File: config.mk
export PLATFORM = sky130hd
export DESIGN_NAME = dmx_slot_window_capture_flat
export DESIGN_NICKNAME = d
export VERILOG_FILES = /design/src/rtl/core/dmxswc_pkg.sv /design/src/rtl/core/dmxswc_stream_if.sv /design/src/rtl/core/dmx_slot_window_capture.sv /design/src/rtl/core/dmxswc_slot_engine.sv /design/src/flat_wrapper.sv
export VERILOG_INCLUDE_DIRS = /design/src /design/src/rtl/core
export SDC_FILE = /design/constraint.sdc
export NUM_CORES = 1
export LEC_CHECK = 0
export ABC_CLOCK_PERIOD_IN_PS = 6600
export BUFFER_PORTS_ARGS = -buffer_cell sky130_fd_sc_hd__clkbuf_2
export CAP_MARGIN = 20
export CORE_UTILIZATION = 58
export DETAILED_ROUTE_END_ITERATION = 16
export PLACE_DENSITY = 0.86
export SYNTH_ARGS = -nofsm -noshare
export SYNTH_HDL_FRONTEND = slang
export SYNTH_SLANG_ARGS = --single-unit
File: constraint.sdc
create_clock -name clk -period 6.6 [get_ports clk]
set_clock_uncertainty 0.1 [all_clocks]
set_input_delay 0.33 -clock clk [delete_from_list [all_inputs] [get_ports clk]]
set_output_delay 0.33 -clock clk [all_outputs]
set_load 0.005 [all_outputs]
File: src/rtl/core/assert_macros.svh
// Assertion macros shared by the RTL. Define ASSERT_OFF to compile them out.
`ifndef ASSERT_MACROS_SVH
`define ASSERT_MACROS_SVH

`ifndef ASSERT_OFF

// The consequent must hold in the same cycle as the antecedent.
`define ASSERT_SAME(label, clk, rst_n, ante, cons) \
	label: assert property (@(posedge clk) disable iff (!rst_n) (ante) |-> (cons)) \
		else $error("assertion failed");

// The consequent must hold in the cycle after the antecedent.
`define ASSERT_NEXT(label, clk, rst_n, ante, cons) \
	label: assert property (@(posedge clk) disable iff (!rst_n) (ante) |=> (cons)) \
		else $error("assertion failed");

`else

`define ASSERT_SAME(label, clk, rst_n, ante, cons)
`define ASSERT_NEXT(label, clk, rst_n, ante, cons)

`endif

`endif

File: src/rtl/core/dmxswc_pkg.sv
package dmxswc_pkg;

	localparam int SLOT_W = 10;
	localparam int CNT_W = 3;
	localparam int CAPTURE_DEPTH = 6;

	localparam logic [SLOT_W-1:0] SLOT_MAX = 10'd1023;
	localparam logic [SLOT_W:0] WINDOW_SPAN = 11'd5;
	localparam logic [SLOT_W-1:0] LED_SLOT_MIN = 10'd2;
	localparam logic [SLOT_W-1:0] LED_SLOT_LIMIT = 10'(86 * 6);

	typedef struct packed {
		logic [7:0] data_byte;
		logic       frame_error;
		logic       overrun;
		logic       parity_error;
	} item_t;

	typedef struct packed {
		logic [7:0] led_red;
		logic [7:0] led_grn;
		logic [7:0] led_blu;
		logic       led_update;
		logic [7:0] pos_x;
		logic [7:0] pos_y;
		logic [7:0] pos_z;
		logic       pos_update;
	} result_t;

	typedef struct packed {
		logic receiving;
		logic emit;
	} eng_status_t;

endpackage

File: src/rtl/core/dmxswc_stream_if.sv
interface dmxswc_stream_if #(
	parameter type word_t = logic
);
	logic  valid;
	logic  ready;
	word_t word;

	modport source (output valid, output word, input ready);
	modport sink (input valid, input word, output ready);
endinterface

File: src/rtl/core/dmx_slot_window_capture.sv
// Throughput: one word per cycle; the only stall is a full result register.
// Each word passes an input register and one pass of slot logic into the result register.
// Reset (arst_n low, asynchronous): idle waiting for a break, slot index and count zero,
// start_slot zero, no word held; the six capture bytes are not cleared.
`include "assert_macros.svh"

module dmx_slot_window_capture
	import dmxswc_pkg::*;
(
	input  logic                   clk,
	input  logic                   arst_n,
	input  logic                   cfg_we,
	input  logic [SLOT_W-1:0]      cfg_wdata,
	dmxswc_stream_if.sink          rx,
	dmxswc_stream_if.source        res
);

	logic [SLOT_W-1:0] start_slot_q;
	logic              valid_s1;
	item_t             item_s1;
	logic              res_valid_q;
	result_t           res_word_q;

	logic              advance;
	logic              fire;
	result_t           result;
	eng_status_t       status;

	assign advance = !res_valid_q || res.ready;
	assign fire = valid_s1 && advance;
	assign rx.ready = !valid_s1 || advance;

	assign res.valid = res_valid_q;
	assign res.word = res_word_q;

	always_ff @(posedge clk or negedge arst_n) begin
		if (!arst_n) begin
			start_slot_q <= '0;
		end else if (cfg_we) begin
			start_slot_q <= cfg_wdata;
		end
	end

	always_ff @(posedge clk or negedge arst_n) begin
		if (!arst_n) begin
			valid_s1 <= 1'b0;
			res_valid_q <= 1'b0;
		end else begin
			if (rx.ready) begin
				valid_s1 <= rx.valid;
			end
			if (advance) begin
				res_valid_q <= fire && status.emit;
			end
		end
	end

	always_ff @(posedge clk) begin
		if (rx.ready && rx.valid) begin
			item_s1 <= rx.word;
		end
		if (fire && status.emit) begin
			res_word_q <= result;
		end
	end

	dmxswc_slot_engine u_engine (
		.clk        (clk),
		.arst_n     (arst_n),
		.start_slot (start_slot_q),
		.item       (item_s1),
		.fire       (fire),
		.result     (result),
		.status     (status)
	);

	// A capture completes only inside a packet.
	`ASSERT_SAME(a_emit_in_packet, clk, arst_n, status.emit, status.receiving)
	// A completed capture is presented as a result in the next cycle.
	`ASSERT_NEXT(a_emit_shown, clk, arst_n, fire && status.emit, res.valid)
	// A word with a line error never ends a capture.
	`ASSERT_SAME(a_error_no_emit, clk, arst_n,
		valid_s1 && (item_s1.frame_error || item_s1.overrun || item_s1.parity_error),
		!status.emit)
	// A completed capture leaves the receiver idle until the next break.
	`ASSERT_NEXT(a_emit_stops, clk, arst_n, fire && status.emit, !status.receiving)

endmodule

File: src/rtl/core/dmxswc_slot_engine.sv
module dmxswc_slot_engine
	import dmxswc_pkg::*;
(
	input  logic              clk,
	input  logic              arst_n,
	input  logic [SLOT_W-1:0] start_slot,
	input  item_t             item,
	input  logic              fire,
	output result_t           result,
	output eng_status_t       status
);

	logic              receiving_q;
	logic [SLOT_W-1:0] slot_index_q;
	logic [CNT_W-1:0]  capture_count_q;
	logic [7:0]        buf_q [CAPTURE_DEPTH];

	logic              err;
	logic              bad_start_code;
	logic              active;
	logic [SLOT_W:0]   last_slot;
	logic              in_window;
	logic              at_last;
	logic [CNT_W-1:0]  cnt_eff;
	logic              store;
	logic              emit;
	logic [7:0]        view [CAPTURE_DEPTH];

	assign err = item.frame_error | item.overrun | item.parity_error;
	assign bad_start_code = (slot_index_q == '0) && (item.data_byte != 8'd0);
	assign active = receiving_q && !err && !bad_start_code;

	assign last_slot = {1'b0, start_slot} + WINDOW_SPAN;
	assign in_window = (slot_index_q >= start_slot) && ({1'b0, slot_index_q} <= last_slot);
	assign at_last = ({1'b0, slot_index_q} >= last_slot);

	// Reaching the start slot restarts the capture, even mid-packet.
	assign cnt_eff = (slot_index_q == start_slot) ? '0 : capture_count_q;
	assign store = active && in_window && (cnt_eff < CNT_W'(CAPTURE_DEPTH));
	assign emit = active && in_window && at_last;

	// The buffer as it stands once this word has been stored.
	always_comb begin
		for (int i = 0; i < CAPTURE_DEPTH; i++) begin
			view[i] = (store && (cnt_eff == CNT_W'(i))) ? item.data_byte : buf_q[i];
		end
	end

	always_comb begin
		result.led_red = ~view[0];
		result.led_grn = ~view[1];
		result.led_blu = ~view[2];
		result.led_update = (start_slot >= LED_SLOT_MIN) && (start_slot < LED_SLOT_LIMIT);
		result.pos_x = ~view[3];
		result.pos_y = ~view[4];
		result.pos_z = ~view[5];
		result.pos_update = |(view[3] | view[4] | view[5]);
	end

	assign status.receiving = receiving_q;
	assign status.emit = emit;

	always_ff @(posedge clk or negedge arst_n) begin
		if (!arst_n) begin
			receiving_q <= 1'b0;
			slot_index_q <= '0;
			capture_count_q <= '0;
		end else if (fire) begin
			if (!receiving_q) begin
				if (item.frame_error) begin
					receiving_q <= 1'b1;
					slot_index_q <= '0;
					capture_count_q <= '0;
				end
			end else if (!active) begin
				receiving_q <= 1'b0;
			end else begin
				if (emit) begin
					receiving_q <= 1'b0;
					capture_count_q <= '0;
				end else if (store) begin
					capture_count_q <= cnt_eff + CNT_W'(1);
				end else begin
					capture_count_q <= cnt_eff;
				end
				if (slot_index_q != SLOT_MAX) begin
					slot_index_q <= slot_index_q + SLOT_W'(1);
				end
			end
		end
	end

	always_ff @(posedge clk) begin
		for (int i = 0; i < CAPTURE_DEPTH; i++) begin
			if (fire && store && (cnt_eff == CNT_W'(i))) begin
				buf_q[i] <= item.data_byte;
			end
		end
	end

endmodule

File: src/flat_wrapper.sv
// flat-port wrapper written by rule: the top's interface ports become plain ports
module dmx_slot_window_capture_flat import dmxswc_pkg::*;
  (clk, arst_n, cfg_we, cfg_wdata, rx_valid, rx_word, rx_ready, res_valid, res_word, res_ready);
  dmxswc_stream_if #(.word_t(item_t)) rx_i ();
  dmxswc_stream_if #(.word_t(result_t)) res_i ();
  input  logic clk;
  input  logic arst_n;
  input  logic cfg_we;
  input  logic [SLOT_W-1:0] cfg_wdata;
  input wire logic [$bits(rx_i.valid)-1:0] rx_valid;
  input wire logic [$bits(rx_i.word)-1:0] rx_word;
  output wire logic [$bits(rx_i.ready)-1:0] rx_ready;
  output wire logic [$bits(res_i.valid)-1:0] res_valid;
  output wire logic [$bits(res_i.word)-1:0] res_word;
  input wire logic [$bits(res_i.ready)-1:0] res_ready;
  assign rx_i.valid = rx_valid;
  assign rx_i.word = rx_word;
  assign rx_ready = rx_i.ready;
  assign res_valid = res_i.valid;
  assign res_word = res_i.word;
  assign res_i.ready = res_ready;
  dmx_slot_window_capture u_core (.clk(clk), .arst_n(arst_n), .cfg_we(cfg_we), .cfg_wdata(cfg_wdata), .rx(rx_i), .res(res_i));
endmodule
Word-level counts from Yosys, hierarchy flattened
Memory sizes are Yosys's and may differ from the RTL's.
Cells that the tools add are included.
- register bits after elaboration: 87
- RAM bits: 48
- bits of input ports: 26
- logic and storage cells: 136
- memories: 1
- memory list (name ; depth ; width ; read ports ; clocked after memory_dff ; wr ports ; RTL line ; RTL):
    u_core.u_engine.buf_q ; 6 ; 8 ; 6 ; 0 ; 1 ; dmxswc_slot_engine.sv:16 ; logic [7:0] buf_q [CAPTURE_DEPTH];
- $add $sub $neg: 3
- order comparisons: 6
- eq/ne operators: 9
- mux-type cells: 47
- bitwise gates (word level): 10
- reduce and logical (&&, ||, !) cells: 42
- operator list (operator ; count):
    two-way mux 8 bit ; 11
    NOT 8 bit ; 6
    OR reduction 8 bit ; 6
    two-way mux 10 bit ; 4
    two-way mux 3 bit ; 11
    logical AND 1 bit ; 24
    two-way mux 1 bit ; 21
    bitwise OR 8 bit ; 2
    adder 10 x 3 -> 11 bit, second input constant ; 1
    >= comparator 10 x 11 -> 1 bit ; 1
    <= comparator 10 x 11 -> 1 bit ; 1
    adder 10 x 1 -> 10 bit, second input constant ; 1
    equality test 10 bit ; 1
    >= comparator 10 bit ; 1
    >= comparator 10 x 2 -> 1 bit, second input constant ; 1
    zero test 10 bit ; 1
    < comparator 10 bit, second input constant ; 1
    inequality test 10 bit, second input constant ; 1
    nonzero test 8 bit ; 1
    equality test 3 x 2 -> 1 bit, second input constant ; 2
    equality test 3 bit, second input constant ; 2
    zero test 1 bit ; 4
    inequality test 2 x 1 -> 1 bit, second input constant ; 2
    AND reduction 4 bit ; 1
    8 further kinds ; 10

Longest topological paths before layout
- depth after elaboration: 17
- depth in mapped cells: 13
- depth with buffers taken out: 12

Modules after synthesis
A second synthesis with hierarchy kept.
- cells, all modules: 438
- area total of the unflattened synthesis: 6222.2 µm²
- modules (own cells, without submodules) (module ; times used ; cells each ; area an instance (µm²)):
    dmxswc_slot_engine ; 1 ; 346 ; 3882.5
    dmx_slot_window_capture ; 1 ; 92 ; 2339.7

Worst setup path after synthesis
OpenSTA, ideal clock, no wires.
- path kind: register to register
- from: reg u_core.start_slot_q[0]
- to: reg u_core.res_word_q, in the netlist u_core.res.word[0] (enable)
- library setup time: 0.458 ns
- data arrival time: 4.256 ns
- data required time: 6.042 ns
- setup slack: 1.786 ns
- cell stages (with the launch flop): 11
- path buffers: 0
- clock period less this slack: 4.814 ns
- path through: dfrtp_1 ha_1 o2111ai_1 nor3_1 xnor2_1 ha_1 nand3_1 or3_1 nor2_1 o211ai_1 nor2_1
- longest elaborated chain between the ends: 6
- elaborated cells between the ends (all ways): 8
- RTL lines (element ; RTL line ; RTL):
    start: declaration ; dmx_slot_window_capture.sv:18 ; logic [SLOT_W-1:0] start_slot_q;
    start signal: assignment ; dmx_slot_window_capture.sv:40 ; start_slot_q <= cfg_wdata;
    adder 10 x 3 -> 11 bit ; dmxswc_slot_engine.sv:33 ; assign last_slot = {1'b0, start_slot} + WINDOW_SPAN;
    <= comparator 10 x 11 -> 1 bit ; dmxswc_slot_engine.sv:34 ; assign in_window = (slot_index_q >= start_slot) && ({1'b0, slot_index_q} <= last_slot);
    logical AND 1 bit ; dmxswc_slot_engine.sv:34 ;
    logical AND 1 bit ; dmxswc_slot_engine.sv:40 ; assign emit = active && in_window && at_last;
    logical AND 1 bit * ; dmxswc_slot_engine.sv:40 ;
    logical AND 1 bit * ; dmx_slot_window_capture.sv:62 ; if (fire && status.emit) begin
    end signal: assignment ; dmx_slot_window_capture.sv:63 ; res_word_q <= result;
    end: declaration ; dmx_slot_window_capture.sv:22 ; result_t res_word_q;
Mark *: on every way between the ends. The rest lies on a longest branch, timed or not.
A chain may end at the register's enable or synchronous reset.

Final worst setup path
- from: reg u_core.start_slot_q[1]
- to: mem u_core.u_engine.buf_q[3][1] (enable)
- longest elaborated chain between the ends: 15
- elaborated cells between the ends (all ways): 49
- RTL lines (element ; RTL line ; RTL):
    adder 10 x 3 -> 11 bit ; dmxswc_slot_engine.sv:33 ;
    <= comparator 10 x 11 -> 1 bit ; dmxswc_slot_engine.sv:34 ;
    logical AND 1 bit ; dmxswc_slot_engine.sv:34 ;
    logical AND 1 bit (2 in a row) ; dmxswc_slot_engine.sv:39 ; assign store = active && in_window && (cnt_eff < CNT_W'(CAPTURE_DEPTH));
    logical AND 1 bit (2 in a row) ; dmxswc_slot_engine.sv:95 ; if (fire && store && (cnt_eff == CNT_W'(i))) begin
    two-way mux 1 bit ; dmxswc_slot_engine.sv:95 ;
    two-way mux 1 bit (implied by the code) ; dmxswc_slot_engine.sv:96 ; buf_q[i] <= item.data_byte;
    OR reduction 8 bit (no source line) ; n/a ;
    two-way mux 3 bit (no source line) or two-way mux 1 bit (tied branches) (5 in a row) ; n/a ;
    end: declaration ; dmxswc_slot_engine.sv:16 ;
Parallel ways exist; a longest one is shown, timed or not.

==> impl_metrics.ini <==
[cells_and_area]
fillers = 657
final_nets = 598
drive_gt1_share_pct = 23.0
n_antenna_cell = 0
area_growth_syn_to_layout_pct = 22.1
multi_input_area_mm2 = 0.00209
seq_area_mm2 = 0.00392
final_cells = 692

[clock_network]
clockBufferDepth = 2
htree_levels = 4
cts_inserted_buffers = 17
tritoncts = done
cts_setup_buffers = 0
clkLatencyLatePin_ns = 0.53
path_clk_slew_ns = 0.07
clock-root-buffer = clkbuf_8
clock_sinks = 135

[min_path]
hold_path.class = in2reg
holdPathEnd = u_core.valid_s1$_DFFE_PN0N_
hp-start = res_ready
holdPathStages = 3

[placement]
io_buffers = 77
post-place-ws_ns = 2.34
dp.cells = 636
place_congestion = 0.860
hpwl_mm = 8.00

[timing]
slew_violations = 0
finalSetupViolCount = 0
rsz0062_at_grt = false
tightest_slew_ns = 0.944
fmax_ghz = 0.231
fin_ws_ns = 2.26
setup_tns_ns = 0
post-route-min-period_ns = 4.34
hold_violations = 0
relSlewSlack_pct = 36.5
post-route-period-util_pct = 65.7

[global_route]
grt_overflow = 0
grt_start_max_net_pins = 36
grt_pass1_vias = 4053
grt_pass1_wl_mm = 19.9
antenna_found_initial = 0
grt_usage_pct = 24.4

[power]
p_per_area_mw_per_mm2 = 266
p_leak_nw = 3.25
ir_worst_vdd_mv = 0.213
power_mw = 1.98

[die]
dieArea_mm2 = 0.0109
die_w_um = 105
rows = 37
dieHeight_um = 105
core_region_area_mm2 = 0.0103
ios = 78
start_util_pct = 59.3

[synthesis]
yosys-top-cells-area = edfxtp_1 (54%), dfrtp_1 (11%), mux2i_1 (8.0%)
ys_seq_area_share_pct = 64.4
ys_warn_count = 0
async_reset_ff_share_pct = 19.3
synth_area_per_cell_um2 = 14.2
synth_largest_area_cell = edfxtp_1
syn-num-nets = 485
synth_seq_cells = 135
syn_area_mm2 = 0.00610
yosys_most_used_dff = edfxtp_1
synth_top_area_share_pct = 53.7
synth-edff-count = 109
yosysUniqueCellTypes = 50
syn_inst = 430

[critical_path]
cp-start-kind = register
reg2reg_slack_ns = 2.26
worstSetupPathType = reg2reg
reg2reg_depth = 11
worstPathMaxFanout = 10
timing.rr.end = u_core.u_engine.buf_q[3][1]$_DFFE_PP_
crit_required_ns = 6.67
worstReg2RegStart = u_core.start_slot_q[1]$_DFFE_PN0P_
end_kind = register
worstPathArrival_ns = 4.41

[outcome]
status = finished, final reports clean

[drt]
vias = 4035
finalWirelength_mm = 12.5
ant_nets = 0
vias_per_cell = 5.83
drc = 0
wl_per_cell_um = 18.1
drtPass1Iterations = 5
first_iter_violations = 250

[run]
drv_cap = 0
==> per-layer routing <==
metal | part of all wire, % | track usage [%] | vias up
met1 | 41 | 29.1 | 1968
met2 | 51 | 41.5 | 157
met5 | 0 | 0 | -
li1 | - | - | 1877
met4 | 2.4 | 10.9 | 0
met3 | 5.3 | 6.27 | 33
==> Yosys cell counts (2+ instances only) <==
master,n
edfxtp_1,109
mux2i_1,49
nand2_1,31
ha_1,29
dfrtp_1,26
o21ai_0,25
inv_1,15
nand3_1,11
nor2_1,11
a21oi_1,10
nor4_1,9
a21o_1,8
xnor2_1,8
nor3_1,7
a22o_1,6
and2_1,6
clkbuf_1,6
nand2b_1,6
nand2_4,5
nand4_1,4
o211ai_1,4
or3_1,4
a211oi_1,3
and3_1,3
nor2b_1,3
nor4b_1,3
o31ai_1,3
nand3b_1,2
o21a_1,2
or2_2,2
==> worst max-delay path, cell delays in order, from the launching register on <==
cell and delay [ns]:
dfrtp_1 0.43, ha_1 0.24, o2111ai_1 0.46, nor3_1 0.11, xnor2_1 0.15, ha_1 0.32, a21o_1 0.19, a21o_1 0.17
a211oi_1 0.42, o221a_2 0.32, nand3_1 0.43, nor2_1 0.64
==> flip-flops by register name (all words and copies together), names as in the netlist <==
signal and cells:
u_core.u_engine.receiving_q 1, u_core.res.valid 1, u_core.valid_s1 1, u_core.u_engine.capture_count_q 3, u_core.res.word 50, u_core.u_engine.buf_q 48, u_core.start_slot_q 10, u_core.item_s1 11
u_core.u_engine.slot_index_q 10
==> cell type report <==
class,instances,area share (%)
Multi-Input combinational cell,272,28.1
Inverter,15,0.756
Sequential cell,135,52.7
Timing Repair Buffer,102,8.47
Clock buffer,17,5.56
Tap cell,136,2.29
Clock inverter,15,2.15
==> worst max path at each step <==
stage | start | to | slack, ns | depth (start not counted)
global placement | u_core.start_slot_q[0]$_DFFE_PN0P_ | u_core.u_engine.buf_q[3][3]$_DFFE_PP_ | 2.53 | 11
floorplan | u_core.start_slot_q[0]$_DFFE_PN0P_ | u_core.res.word[0]$_DFFE_PP_ | 1.79 | 10
global route | u_core.start_slot_q[1]$_DFFE_PN0P_ | u_core.u_engine.buf_q[3][3]$_DFFE_PP_ | 2.09 | 11
finish | u_core.start_slot_q[1]$_DFFE_PN0P_ | u_core.u_engine.buf_q[3][1]$_DFFE_PP_ | 2.26 | 11
detailed placement | u_core.start_slot_q[1]$_DFFE_PN0P_ | u_core.u_engine.buf_q[3][6]$_DFFE_PP_ | 2.34 | 11
CTS | u_core.start_slot_q[1]$_DFFE_PN0P_ | u_core.u_engine.buf_q[3][6]$_DFFE_PP_ | 2.30 | 11
==> cells by family (layout without fill, tap and decap cells) <==
kind of cell             Yosys count  count (layout)  synth area share [%]
buffers and inverters             23             149                  1.46
adder cells (fa/ha/maj)           29              29                  5.95
flip-flops                       135             135                  64.4
XOR/XNOR                           9               9                  1.29
multiplexers                      50              50                  8.23
AND/OR/NAND/NOR                  113             113                  10.5
AO/OA/AOI/OAI                     71              71                  8.23
==> stage by stage <==
step                hold WS (ns)  cell area [um2]  util, %
floorplan                -0.0656             6100        -
global placement           0.275             6630     64.5
detailed placement         0.292             6630     64.5
CTS                      0.00387             7440     72.4
global route              0.0622             7450     72.4
finish                    0.0250             7450     72.4
==> cell usage in the layout, fill, tap and decap left out, types with 4 or more instances in the layout <==
master,Yosys,routed
nand2_1,31,31
nand4_1,4,4
dfrtp_1,26,26
nand2_4,5,5
o211ai_1,4,4
and2_1,6,6
ha_1,29,29
mux2i_1,49,49
dlygate4sd3_1,0,23
nor4_1,9,9
nor3_1,7,7
nand3_1,11,11
clkbuf_16,0,16
inv_1,15,15
clkbuf_2,1,77
a21oi_1,10,10
edfxtp_1,109,109
nand2b_1,6,6
o21ai_0,25,25
nor2_1,11,10
xnor2_1,8,8
or3_1,4,4
inv_6,0,6
a22o_1,6,6
a21o_1,8,8
==> what timing repair did <==
item	4_1_cts	5_1_grt
hold endpoints to repair	48	0
hold buffers	23	0
resized for setup	0	0
==> power breakdown <==
group / switching (mW) / leakage (nW) / internal, mW
Sequential: 0.0361 / 1.32 / 0.935
Combinational: 0.0576 / 1.65 / 0.0501
Clock: 0.389 / 0.275 / 0.516
No activity file was read; power rests on OpenSTA's default activity.
